## config.mk

```make
export PLATFORM = sky130hd
export DESIGN_NAME = taeb_run_tracker
export DESIGN_NICKNAME = d
export VERILOG_FILES = /design/src/taeb_pkg.sv /design/src/taeb_run_tracker.sv
export SDC_FILE = /design/constraint.sdc
export NUM_CORES = 1
export LEC_CHECK = 0
export BUFFER_PORTS_ARGS = -buffer_cell sky130_fd_sc_hd__clkbuf_2
export CAP_MARGIN = 20
export CORE_MARGIN = 2
export CORE_UTILIZATION = 45
export DETAILED_ROUTE_END_ITERATION = 7
export GPL_TIMING_DRIVEN = 0
export PLACE_DENSITY_LB_ADDON = 0.08
export REMOVE_ABC_BUFFERS = 1
export SLEW_MARGIN = 30
export SYNTH_ARGS = -nofsm -noshare
export SYNTH_HDL_FRONTEND = slang
export SYNTH_SLANG_ARGS = --single-unit
```

## constraint.sdc

```tcl
create_clock -name aclk -period 5.85 [get_ports aclk]
set_input_delay 0.585 -clock aclk [delete_from_list [all_inputs] [get_ports aclk]]
set_output_delay 0.585 -clock aclk [all_outputs]
set_load 0.1 [all_outputs]
```

## src/taeb_pkg.sv

```systemverilog
package taeb_pkg;

    localparam int KEY_W  = 32;
    localparam int CFG_W  = 17;
    localparam int BIN_W  = 16;
    localparam int LEN_W  = 17;
    localparam int DEN_W  = 18;
    localparam int CIDX_W = 1;

    localparam int FIFO_DEPTH = 4;
    localparam int FPTR_W     = 2;
    localparam int FCNT_W     = 3;

    typedef enum logic [CIDX_W-1:0] {
        CFG_SAMPLE_COUNT = 1'b0,
        CFG_BIN_TARGET   = 1'b1
    } taeb_cfg_idx_t;

    // One closed run on its way to the bin decision unit.
    typedef struct packed {
        logic [LEN_W-1:0] run_len;
        logic [LEN_W-1:0] run_start;
        logic [LEN_W-1:0] count;
        logic [CFG_W-1:0] target;
        logic [LEN_W-1:0] start_num;
        logic [CFG_W-1:0] start_den;
        logic             first;
        logic             last;
    } taeb_event_t;

endpackage

```

## src/taeb_run_tracker.sv

```systemverilog
module taeb_run_tracker #(
    parameter int MAX_SAMPLES = 65536
) (
    input  logic                         aclk,
    input  logic                         aresetn,
    input  logic                         accept,
    input  logic [taeb_pkg::KEY_W-1:0]   sample_key,
    input  logic [taeb_pkg::CFG_W-1:0]   sample_count,
    input  logic [taeb_pkg::CFG_W-1:0]   bin_target,
    output logic [1:0]                   push_cnt,
    output taeb_pkg::taeb_event_t        ev_a,
    output taeb_pkg::taeb_event_t        ev_b
);
    import taeb_pkg::*;

    localparam int LEN_MAX = (1 << LEN_W) - 1;
    localparam int CNT_MAX = (MAX_SAMPLES < LEN_MAX) ? MAX_SAMPLES : LEN_MAX;
    localparam int CW      = $clog2(CNT_MAX + 1);

    logic [KEY_W-1:0] prev_key_reg, prev_key_next;
    logic [CW-1:0]    pend_reg, pend_next;
    logic [CW-1:0]    seen_reg, seen_next;
    logic [CW-1:0]    start_reg, start_next;
    logic             fresh_reg, fresh_next;
    logic [LEN_W-1:0] snum_reg, snum_next;
    logic [CFG_W-1:0] sden_reg, sden_next;

    logic [LEN_W-1:0] n_full;
    logic [CW-1:0]    n;
    logic             seen0;
    logic [CW-1:0]    pend;
    logic             close0;
    logic [CW-1:0]    start_cur;
    logic [CW-1:0]    pend_new;
    logic [CW:0]      seen_new;
    logic             final_hit;
    logic             fresh_now;
    taeb_event_t      ev0, ev1;

    always_comb begin
        if (sample_count == '0) begin
            n_full = LEN_W'(1);
        end else if (32'(sample_count) > CNT_MAX) begin
            n_full = LEN_W'(CNT_MAX);
        end else begin
            n_full = sample_count;
        end
    end
    assign n = n_full[CW-1:0];

    always_comb begin
        seen0     = (seen_reg == '0);
        pend      = seen0 ? '0 : pend_reg;
        close0    = (pend != '0) && (sample_key != prev_key_reg);
        start_cur = ((pend == '0) || close0) ? seen_reg : start_reg;
        pend_new  = (close0 ? '0 : pend) + CW'(1);
        seen_new  = {1'b0, seen_reg} + (CW+1)'(1);
        final_hit = (seen_new >= {1'b0, n});
        fresh_now = seen0 | fresh_reg;
        snum_next = seen0 ? LEN_W'(n) : snum_reg;
        sden_next = seen0 ? bin_target : sden_reg;

        ev0.run_len   = LEN_W'(pend);
        ev0.run_start = LEN_W'(start_reg);
        ev0.count     = LEN_W'(n);
        ev0.target    = bin_target;
        ev0.start_num = snum_next;
        ev0.start_den = sden_next;
        ev0.first     = fresh_now;
        ev0.last      = 1'b0;

        ev1.run_len   = LEN_W'(pend_new);
        ev1.run_start = LEN_W'(start_cur);
        ev1.count     = LEN_W'(n);
        ev1.target    = bin_target;
        ev1.start_num = snum_next;
        ev1.start_den = sden_next;
        ev1.first     = fresh_now & ~close0;
        ev1.last      = 1'b1;

        ev_a     = close0 ? ev0 : ev1;
        ev_b     = ev1;
        push_cnt = accept ? (2'(close0) + 2'(final_hit)) : 2'd0;

        prev_key_next = sample_key;
        pend_next     = final_hit ? '0 : pend_new;
        seen_next     = final_hit ? '0 : seen_new[CW-1:0];
        start_next    = start_cur;
        fresh_next    = final_hit | (fresh_now & ~close0);
    end

    always_ff @(posedge aclk) begin
        if (!aresetn) begin
            prev_key_reg <= '0;
            pend_reg     <= '0;
            seen_reg     <= '0;
            start_reg    <= '0;
            fresh_reg    <= 1'b1;
        end else if (accept) begin
            prev_key_reg <= prev_key_next;
            pend_reg     <= pend_next;
            seen_reg     <= seen_next;
            start_reg    <= start_next;
            fresh_reg    <= fresh_next;
        end
    end

    always_ff @(posedge aclk) begin
        if (accept) begin
            snum_reg <= snum_next;
            sden_reg <= sden_next;
        end
    end

endmodule

```

==> impl_metrics.py <==
metrics = {
    "sta": {
        "setup_violations": 0,
        "rsz0062_at_grt": "no",
        "relSlewSlack_pct": 47.7,
        "hold_ws_ns": 0.426,
        "period_minus_slack_ns": 5.54,
        "max_freq_mhz": 180,
        "setup_ws_ns": 0.308,
        "tns_ns": 0,
        "clock_skew_ns": 0.00674,
        "tightest_slew_ns": 0.777,
        "drv_slew": 0,
        "hold_viol_final": 0,
        "fin_crit_sh_pct": 94.7,
    },
    "floorplan": {
        "fp.dieH_um": 135,
        "ios": 279,
        "core_um2": 16700,
        "die_area_um2": 18300,
        "rows": 47,
        "start_util_pct": 46.3,
        "die_x_um": 135,
    },
    "yosys": {
        "syn_area_um2": 7730,
        "synth_top_cells_by_area": "dfxtp_1 (22%), edfxtp_1 (13%), buf_4 (8.4%)",
        "yosysWarningCount": 0,
        "synth_seq_area_share_pct": 34.9,
        "ys_ff_latch": 118,
        "synth_cells": 902,
        "synth.most_common_cell": "nand2_1",
        "synth_largest_area_cell": "dfxtp_1",
        "synth.distinct_cells": 62,
        "syn_avg_cell_area_um2": 8.57,
        "synth_top_area_share_pct": 21.7,
        "synth_edf_count": 34,
        "ys.flop_type": "dfxtp_1",
        "netlist_top_cells_count": "nand2_1 (135), buf_4 (87), dfxtp_1 (84), nor2_1 (60), o21ai_0 (53)",
        "async_flop_share_pct": 0,
    },
    "hold_path": {
        "hold_path_class": "input port to flop",
        "min_path_cells": 3,
        "min_to": "prev_key_reg[30]",
        "holdCritStartpoint": "sample_key[30]",
    },
    "critical_path": {
        "r2r-start": "seen_reg[0]",
        "critPathLaunch": "pend_reg[16]",
        "start_kind": "flop",
        "path_class": "flop to output pin",
        "r2r_cells": 17,
        "path_max_fanout": 19,
        "cp.arrival_ns": 4.96,
        "cp.required_ns": 5.27,
        "r2r_setup_slack_ns": 1.54,
        "reg2reg_to": "seen_reg[9]",
        "cp-end-kind": "output pin",
    },
    "final_layout": {
        "fill_cells": 1603,
        "final_nets": 1151,
        "drive_gt1_share_pct": 35.2,
        "diodes": 0,
        "fin_area_um2": 9260,
        "syn_to_final_growth_pct": 19.7,
        "largest_register_ffs": 32,
    },
    "cts": {
        "clockBufferDepth": 2,
        "root_buffer": "clkbuf_16",
        "numCtsBuffers": 17,
        "clock_latency_ns": 0.42,
        "cts_tree": "done",
        "path_clk_slew_ns": 0.05,
        "clock-sinks": 118,
        "htree_levels": 4,
    },
    "placement": {
        "place_area_um2": 8580,
        "dp_slack_ns": 0.429,
        "place_congestion": 0.829,
        "port_buffers": 277,
        "hpwlAfterDp_um": 15600,
    },
    "global_routing": {
        "antenna_found_initial": 0,
        "grt_pass1_wl_um": 33000,
        "grt_pass1_vias": 6120,
        "grt_max_degree": 70,
        "grt_usage_pct": 23.1,
        "grt_overflow": 0,
    },
    "routing": {
        "vias_per_cell": 5.16,
        "dr.pass1.iters": 4,
        "vias": 6671,
        "drtIter0Drc": 340,
        "route.detailed.drc": 0,
        "drtAntennaViolNets": 0,
        "wirelength_um": 21200,
        "wl_per_cell_um": 16.4,
    },
    "power": {
        "ir_worst_vdd_v": 0.000222,
        "p_leak_nw": 4.38,
        "power_mw": 3.17,
        "powerDensity_nw_per_um2": 343,
    },
    "job": {
        "drv_cap": 0,
    },
    "outcome": {
        "status": "completed",
    },
}
==> critical path: stages, from the launching register on <==
cell     delay, ns
dfxtp_1       0.38
nor4_2        0.36
nand4_1       0.15
or4_1         0.58
nand2_8       0.26
a21oi_2       0.16
inv_1         0.22
ha_1          0.21
ha_1          0.28
nand2_1       0.11
nor2_1        0.19
nand4_1       0.25
or3_1         0.45
or3_1         0.33
a21oi_1       0.14
buf_2         0.46
==> layout make-up <==
| type | count | area [um2] | area share (%) |
|---|---|---|---|
| Inverter | 33 | 125 | 1.35 |
| Multi-Input combinational cell | 605 | 4020 | 43.4 |
| Tap cell | 220 | 275 | 2.97 |
| Timing Repair Buffer | 285 | 1510 | 16.3 |
| Clock inverter | 8 | 81.3 | 0.879 |
| Clock buffer | 24 | 547 | 5.91 |
| Sequential cell | 118 | 2700 | 29.2 |
==> timing repair <==
item,in CTS,in global routing
buffers inserted,0,4
hold buffers,0,0
pin swaps,2,2
resized for setup,1,5
endpoints found under the hold margin,0,0
setup endpoints to repair,2,5
==> cells in the final DEF (no fill, tap or decap), drive strengths merged, types with 2 or more instances in the layout <==
cell type	count
nand4	22
buf	9
o311ai	2
nand3	32
o21ai	54
o211ai	2
mux2	34
a211oi	2
a21oi	30
clkbuf	300
o22ai	3
or3	11
nand2b	2
a31oi	6
dfxtp	84
o31ai	7
and2	6
a32o	3
clkinvlp	2
and3	8
o21ba	17
or4	2
xor2	14
mux2i	37
nand2	137
and4	4
edfxtp	34
nor4	15
inv	31
nor3	9
ha	22
a31o	2
clkinv	7
xnor2	50
nor2	61
==> worst max path at each step <==
stage	slack [ns]	cells past startpoint	end
CTS	0.01	17	push_cnt[0]
finish	0.31	15	ev_a[99]
global route	0.04	15	ev_a[99]
global placement	-1.02	16	ev_a[99]
floorplan	-1.92	12	push_cnt[0]
detailed placement	0.43	17	push_cnt[0]
==> routing by layer <==
metal	global-route usage, %	up-vias	share of wire, %
met1	28.7	3106	44
met4	7.18	0	1.6
met5	0	-	0
li1	-	3339	-
met3	6.42	21	6.5
met2	39.1	205	48
==> logic make-up after synthesis <==
family | count (synthesis) | synth area share [%]
simple gates | 314 | 19.5
compound gates | 133 | 10.9
fa+ha+maj | 22 | 3.56
mux | 71 | 10.2
other cells | 1 | 0.0485
buf+inv | 179 | 13.6
xor+xnor | 64 | 7.25
flops | 118 | 34.9
==> per-stage QoR <==
| step | std cells | util (%) |
|---|---|---|
| after floorplan | 756 | - |
| after global placement | 1253 | 50.7 |
| after detailed placement | 1257 | 51.3 |
| after CTS | 1289 | 55.1 |
| after global routing | 1293 | 55.4 |
| final | 1293 | 55.4 |
==> power by group <==
part	internal, mW	switching [mW]	leakage, nW	total, mW
clock network	0.698	0.386	0.303	1.08
logic	0.168	1.00	3.04	1.17
registers	0.898	0.0217	1.03	0.919
No activity file was read; power rests on OpenSTA's default activity.
